File: config.mk
export PLATFORM = sky130hd
export DESIGN_NAME = gcvm_div
export DESIGN_NICKNAME = d
export VERILOG_FILES = /design/src/rtl/core/gcvm_pkg.sv /design/src/rtl/core/gcvm_div.sv
export SDC_FILE = /design/constraint.sdc
export NUM_CORES = 1
export LEC_CHECK = 0
export BUFFER_PORTS_ARGS = -buffer_cell sky130_fd_sc_hd__buf_2
export CORE_MARGIN = 1
export CORE_UTILIZATION = 45
export CTS_CLUSTER_DIAMETER = 40
export DETAILED_ROUTE_END_ITERATION = 10
export PLACE_DENSITY = 0.7
export SYNTH_ARGS = -nofsm -noshare
export SYNTH_HDL_FRONTEND = slang
export SYNTH_SLANG_ARGS = --single-unit
export TNS_END_PERCENT = 10
File: constraint.sdc
create_clock -name clk -period 3.5 [get_ports clk]
set_input_delay 0.35 -clock clk [delete_from_list [all_inputs] [get_ports clk]]
set_output_delay 0.35 -clock clk [all_outputs]
set_load 0.01 [all_outputs]
File: src/rtl/core/gcvm_pkg.sv
`timescale 1ns / 1ps
// ----------------------------------------------------------------------------
// gcvm_pkg: shared types and constants for the gradient vote map
// Map geometry, request codes, transfer payloads and sequencer states.
// ----------------------------------------------------------------------------
package gcvm_pkg;

  localparam int MAP_WIDTH  = 64;
  localparam int MAP_HEIGHT = 64;
  localparam int COORD_W    = 6;
  localparam int ADDR_W     = 2 * COORD_W;
  localparam int MAP_DEPTH  = MAP_WIDTH * MAP_HEIGHT;
  localparam int SIZE_W     = 7;
  localparam int SUM_W      = 32;
  localparam int NUM_W      = 30;   // dot^2 >> 14 never exceeds 30 bits
  localparam int DEN_W      = 13;   // dx^2 + dy^2 <= 2*63^2

  localparam logic [SIZE_W-1:0] SIZE_RESET = 7'd50;

  typedef enum logic [1:0] {
    OP_CLEAR = 2'd0,
    OP_ACCUM = 2'd1,
    OP_READ  = 2'd2,
    OP_MAX   = 2'd3
  } op_t;

  typedef enum logic {
    REG_COLUMNS = 1'b0,
    REG_ROWS    = 1'b1
  } reg_idx_t;

  typedef struct packed {
    logic [1:0]         opcode;
    logic [5:0]         pos_x;
    logic [5:0]         pos_y;
    logic signed [15:0] grad_x;
    logic signed [15:0] grad_y;
  } in_item_t;

  typedef struct packed {
    logic [31:0] vote_value;
    logic [5:0]  cell_x;
    logic [5:0]  cell_y;
    logic        saturated;
  } out_item_t;

  typedef enum logic [3:0] {
    ST_INIT,
    ST_IDLE,
    ST_CLR,
    ST_A_MUL1,
    ST_A_MUL2,
    ST_A_SQ,
    ST_A_DST,
    ST_A_DIV,
    ST_A_WR,
    ST_RD_ADDR,
    ST_RD_DATA,
    ST_M_ADDR,
    ST_M_CMP,
    ST_DONE
  } state_t;

endpackage

File: src/rtl/core/gcvm_div.sv
`timescale 1ns / 1ps
// ----------------------------------------------------------------------------
// gcvm_div: restoring divider, one quotient bit per cycle
// Unsigned NUM_W / DEN_W; done pulses high for a single cycle, set together with the last quotient bit.
// ----------------------------------------------------------------------------
module gcvm_div (
  input  logic                      clk,
  input  logic                      rst_n,
  input  logic                      start,
  input  logic [gcvm_pkg::NUM_W-1:0] num,
  input  logic [gcvm_pkg::DEN_W-1:0] den,
  output logic                      done,
  output logic [gcvm_pkg::NUM_W-1:0] quo
);
  import gcvm_pkg::*;

  localparam int CNT_W = $clog2(NUM_W);

  logic             busy_r, busy_nxt;
  logic             done_r, done_nxt;
  logic [CNT_W-1:0] cnt_r, cnt_nxt;
  logic [DEN_W-1:0] rem_r, rem_nxt;
  logic [DEN_W-1:0] den_r, den_nxt;
  logic [NUM_W-1:0] q_r, q_nxt;
  logic [DEN_W:0]   trial;
  logic [DEN_W:0]   diff;
  logic             ge;

  assign trial = {rem_r, q_r[NUM_W-1]};
  assign diff  = trial - {1'b0, den_r};
  assign ge    = trial >= {1'b0, den_r};

  always_comb begin
    busy_nxt = busy_r;
    done_nxt = 1'b0;
    cnt_nxt  = cnt_r;
    rem_nxt  = rem_r;
    den_nxt  = den_r;
    q_nxt    = q_r;
    if (start) begin
      busy_nxt = 1'b1;
      cnt_nxt  = CNT_W'(NUM_W - 1);
      rem_nxt  = '0;
      den_nxt  = den;
      q_nxt    = num;
    end else if (busy_r) begin
      rem_nxt = ge ? diff[DEN_W-1:0] : trial[DEN_W-1:0];
      q_nxt   = {q_r[NUM_W-2:0], ge};
      cnt_nxt = cnt_r - 1'b1;
      if (cnt_r == '0) begin
        busy_nxt = 1'b0;
        done_nxt = 1'b1;
      end
    end
  end

  always_ff @(posedge clk) begin
    if (!rst_n) begin
      busy_r <= 1'b0;
      done_r <= 1'b0;
    end else begin
      busy_r <= busy_nxt;
      done_r <= done_nxt;
    end
    cnt_r <= cnt_nxt;
    rem_r <= rem_nxt;
    den_r <= den_nxt;
    q_r   <= q_nxt;
  end

  assign done = done_r;
  assign quo  = q_r;

endmodule

# --- Word level (Yosys, flattened, before mapping) ---
# Index checks and enable logic that the tools add are counted.
classes:
  magnitude_cmp: 1
  n_mux: 7
  n_reduce_logical: 3
  n_bitwise: 2
  addsub: 2
ops:
  columns: ["operator", "n"]
  rows:
  - ["$mux W30", 2]
  - ["$ge A14 B13 Y1", 1]
  - ["$mux W13", 1]
  - ["$sub A13 B13 Y13", 1]
  - ["$logic_not A5 Y1", 1]
  - ["$sub A5 B1 Y5 const B", 1]
  - ["$mux W1", 4]
  - ["$reduce_or A3 Y1", 1]
  - ["$not A1 Y1", 2]
  - ["$reduce_bool A2 Y1", 1]
word_totals:
  word_cells: 21
  ff_bits: 63
  input_bits: 46
  output_inout_bits: 31

# --- Logic depth before layout (Yosys ltp) ---
depth:
  ltp_word: 4
  mapped_depth: 11
  depth_no_buf: 10

# --- Worst setup path before layout ---
# OpenSTA, ideal clock, no wires.
synth_path:
  kind: "reg2reg"
  from: "register q_r[29] (netlist: quo[29])"
  to: "register q_r[0] (netlist: quo[0]) (data pin)"
  arrival_time_ns: 2.538
  n_path_buf: 1
  setup_time_ns: 0.260
  slack_ns: 0.702
  path_stages_with_launch: 12
  period_less_slack_ns: 2.798
  t_required_ns: 3.240
  cell_sequence: "edfxtp_1 > inv_1 > ha_1 > inv_1 > fa_1 > a21o_2 > a221oi_2 > o21ai_2 > o2111ai_2 > buf_6 > nand2_1 > mux2_2"
synth_between:
  elab_chain_cells: 3
synth_rtl:
  columns: ["element", "line", "text"]
  rows:
  - ["start, declared", "gcvm_div.sv:24", "logic [NUM_W-1:0] q_r, q_nxt;"]
  - ["start signal, assigned", "gcvm_div.sv:68", "q_r <= q_nxt;"]
  - ["$ge A14 B13 Y1", "gcvm_div.sv:31", "assign ge = trial >= {1'b0, den_r};"]
  - ["$mux W30", "gcvm_div.sv:46", "end else if (busy_r) begin"]
  - ["$mux W30", "gcvm_div.sv:40", "if (start) begin"]
  - ["net q_nxt[0]", "gcvm_div.sv:24", null]
# The timed path passes the listed nets, and every way through them passes these cells. The select of a mux whose other input is x is not followed.
# A chain may end at the register's enable or synchronous reset.

# --- Worst setup path in the final report ---
layout_path:
  from: "register q_r[29] (netlist: quo[29])"
  to: "register rem_r[10]"
layout_between:
  elab_chain_cells: 2
  elab_cells_between_ends: 3
  cone_classes: "add/sub (1); order compare (1); mux (1)"
layout_rtl:
  columns: ["element", "line", "text"]
  rows:
  - ["$sub A13 B13 Y13 or $ge A14 B13 Y1 (tied branches)", "gcvm_div.sv:30, gcvm_div.sv:31", null]
  - ["$mux W13 (*)", "gcvm_div.sv:47", "rem_nxt = ge ? diff[DEN_W-1:0] : trial[DEN_W-1:0];"]
  - ["end signal, assigned", "gcvm_div.sv:66", "rem_r <= rem_nxt;"]
  - ["end, declared", "gcvm_div.sv:22", "logic [DEN_W-1:0] rem_r, rem_nxt;"]
# Every way passes the cells marked *; elsewhere a longest branch is shown, timed or not.

==> metrics.md <==
| Metric | Value |
|---|---|
| Status | `finished, final reports clean` |
| Global routing usage summed across all routing layers | `0.191` |
| Top area cells in the synthesized netlist | `edfxtp_1, dfxtp_1, mux2_2, ha_1, inv_1` |
| Sum of internal, switching and leakage power | `1.90 mW` |
| Largest net degree at the start of global routing | `37` |
| Data required time at the worst endpoint | `approximately 3700 ps` |
| Clock tree buffer depth | `2` |
| Final setup viols | `0` |
| Post_cts resized | `0` |
| Count of boundary I/O pins | `77` |
| Kind of end point of the critical path | `register` |
| Die Wd | `86.5 um` |
| DPL Wire Length | `4.73 mm` |
| First-pass GRT wire length | `10.8 mm` |
| # hold bufs at CTS | `0` |
| Total leakage power | `1.65 nW` |
| Worst slew slack as a fraction of its limit | `0.574` |
| Final Cell Area | `roughly 3900 sq um` |
| Worst R2R Setup Slack | `610 ps` |
| Highest achievable clock rate | `roughly 350 MHz` |
| Worst-path cell with the longest stage delay | `fa_1` |
| Number of synthesis warnings | `0` |
| Die Height | `86.5 um` |
| Startpoint type of the worst setup path | `register` |
| Fraction of final layout cells sized beyond drive strength 1 | `0.386` |
| Final estimated routing congestion in global placement | `0.827` |
| Transition time at the pin with the least slew margin | `between 600 and 700 ps` |
| Power Dens Cells | `485 nW/um^2` |
| Number of nets in the synthesized netlist | `329` |
| Most common flop cell mapped by yosys | `edfxtp_1` |
| Number of nets with antenna violations after routing | `0` |
| # placed instances | `~440` |
| Clock Tree Root | `clkbuf_8` |
| Post-synth design cell area | `about 3200 sq um` |
| Area Overhead vs Synth | `21.8%` |
| Final setup slack of the worst path | `slightly above 600 ps` |
| Count of vias placed by the detailed router | `2,406` |
| Startpoint of the worst register-to-register path | `quo[29]$_DFFE_PP_` |
| Clock latency on the worst-skew pair | `340 ps` |
| Max-Cap Viols | `0` |
| Dominant delay contributor by cell family on the critical path | `compound AO/OA/AOI/OAI gates` |
| Peak VDD IR | `roughly 0.00031 V` |
| Unrepaired setup endpoints after global routing | `false` |
| # nets final | `411` |
| Gate Count Post-Synth | `268` |
| Top cell type's share of synthesized area | `0.402` |
| Total clock buffers created by CTS | `9` |
| Tightest Hold Check Type | `primary input to register` |
| Final cell utilization of the core | `0.572` |
| Non-filler cells, final | `451` |
| Largest fanout of any net on the critical path | `7` |
| Cell taking the most area after synthesis | `edfxtp_1` |
| Share of the yosys chip area belonging to registers | `0.527` |
| Post-placement worst setup slack | `631 ps` |
| Flops & latches, synth | `63` |
| Post-CTS setup buffer count | `0` |
| Violation count after the first detailed-routing iteration | `122` |
| H-tree lvl count | `3` |
| Count of unresolved DRC violations after routing | `0` |
| Leftover overflow at the end of global routing | `0` |
| Placed instance area | `about 3700 sq um` |
| Final hold slack | `178 ps` |
| Worst endpoint data arrival time | `3070 ps` |
| Total negative setup slack | `0 ps` |
| Final count of hold timing violations | `0` |
| Worst hold path cell count | `1` |
| Min-Delay Endpoint | `den_r[1]$_DFFE_PP_` |
| Detailed-route wire length per cell | `14.9 um` |
| Initial core utilization | `0.470` |
| Top cells by count, synth | `edfxtp_1, mux2_2, dfxtp_1, inv_1` |
| Floorplan die area | `approximately 7500 sq um` |
| Initial antenna violation count | `0` |
| CTS tree | `built` |
| Startpoint of the most critical hold path | `den[1]` |
| Period minus WS final | `2890 ps` |
| Total routed wirelength | `just under 7 mm` |
| Number of rows created at floorplan | `30` |
| Clock-pin transition on the worst setup and hold timing paths | `approximately 80 ps` |
| Endpoint of the lowest-slack register-to-register path | `rem_r[10]$_SDFFE_PP0P_` |
| Most Frequent Cell on Critical Path | `inv_1` |
| Number of iterations in the first detailed-routing pass | `5` |
| Avg Cell Area, Syn | `12.0 sq um` |
| Leading cell type by number of instances after synthesis | `edfxtp_1` |
| Async SR Flop Fraction | `0` |
| Category of the critical setup timing path | `register to register` |
| Post-synth EDFFs | `43` |
| Total of buffers placed on input and output ports | `76` |
| Clock net sink count | `63` |
| Number of global-route vias before repair | `2,266` |
| Slowest stage delay, CP | `390 ps` |
| Post-route clock period utilization | `0.825` |
| Count of inserted antenna diode cells | `0` |
| Number of distinct library cell variants in the gate-level netlist after synthesis | `51` |
| Count of buffer and inverter cells on the critical path | `2` |
| Number of max-slew violations in the final report | `0` |
| Clock Skew | `9.46 ps` |
| Series of cell instances along the critical path | `inv_1, ha_1, inv_1, fa_1, a21o_2, a221oi_2, o21ai_2, o2111a_1, nor2_2, o311ai_0` |
| Logic depth of the worst register-to-register path | `10` |
| Placeable Area | `6830 sq um` |
| Post-DR vias/cell | `about 5.3` |
-- registers in the layout, summed over array words and instances (netlist names) --
name    flops
busy_r      1
cnt_r       5
den_r      13
done        1
quo        30
rem_r      13
-- power breakdown --
part           switching, mW  internal (mW)  total [mW]
Combinational          0.166          0.143       0.309
Sequential            0.0307          0.867       0.898
Clock                  0.291          0.398       0.690
Total                  0.488           1.41        1.90
-- kinds of logic after synthesis --
kind of cell,after synthesis,share of synthesized area
and+or+nand+nor,58,0.0951
AOI/OAI and AO/OA,60,0.140
DFF,63,0.527
adders and majority gates,15,0.0608
muxes,30,0.105
buffers and inverters,31,0.0421
xor gates and xnor gates,11,0.0300
-- routing by layer --
metal  up-vias  global-route usage  share of wire
met3        12              0.0533          0.035
li1       1178                   -              -
met1      1168               0.252           0.46
met4         0              0.0773          0.018
met2        48               0.297           0.48
met5         -                   0              0
-- cells in the final DEF (no fill, tap or decap), types with 4 or more instances in the layout --
master and count:
buf_2 76, edfxtp_1 43, mux2_2 30, inv_1 20
dfxtp_1 20, nand2_1 14, ha_1 14, a21oi_1 12
nor2_1 9, clkbuf_8 9, xnor2_1 7, nand3_1 6
o21ai_0 6, buf_4 6, nand2b_1 5, a311oi_1 5
a21o_1 4, nand4_1 4, xor2_1 4, o31ai_1 4
-- worst max path at each step --
stage / startpoint / to / slack, ps / cells after the start
floorplan: quo[29]$_DFFE_PP_ / quo[0]$_DFFE_PP_ / 700 / 11
global placement: quo[29]$_DFFE_PP_ / quo[0]$_DFFE_PP_ / 690 / 11
detailed placement: quo[29]$_DFFE_PP_ / quo[0]$_DFFE_PP_ / 630 / 11
CTS: quo[29]$_DFFE_PP_ / quo[0]$_DFFE_PP_ / 620 / 11
global route: quo[29]$_DFFE_PP_ / rem_r[10]$_SDFFE_PP0P_ / 400 / 10
finish: quo[29]$_DFFE_PP_ / rem_r[10]$_SDFFE_PP0P_ / 610 / 10
-- area by class of cell --
cell class / count / area, sq um
multi-input combinational: 174 / 1380
clock inverter: 6 / 85.1
timing repair buffer: 82 / 425
fill: 602 / 2920
inverter: 20 / 75.1
tap: 96 / 120
clock buffer: 10 / 128
sequential: 63 / 1690
(Power assumes the default switching activity.)
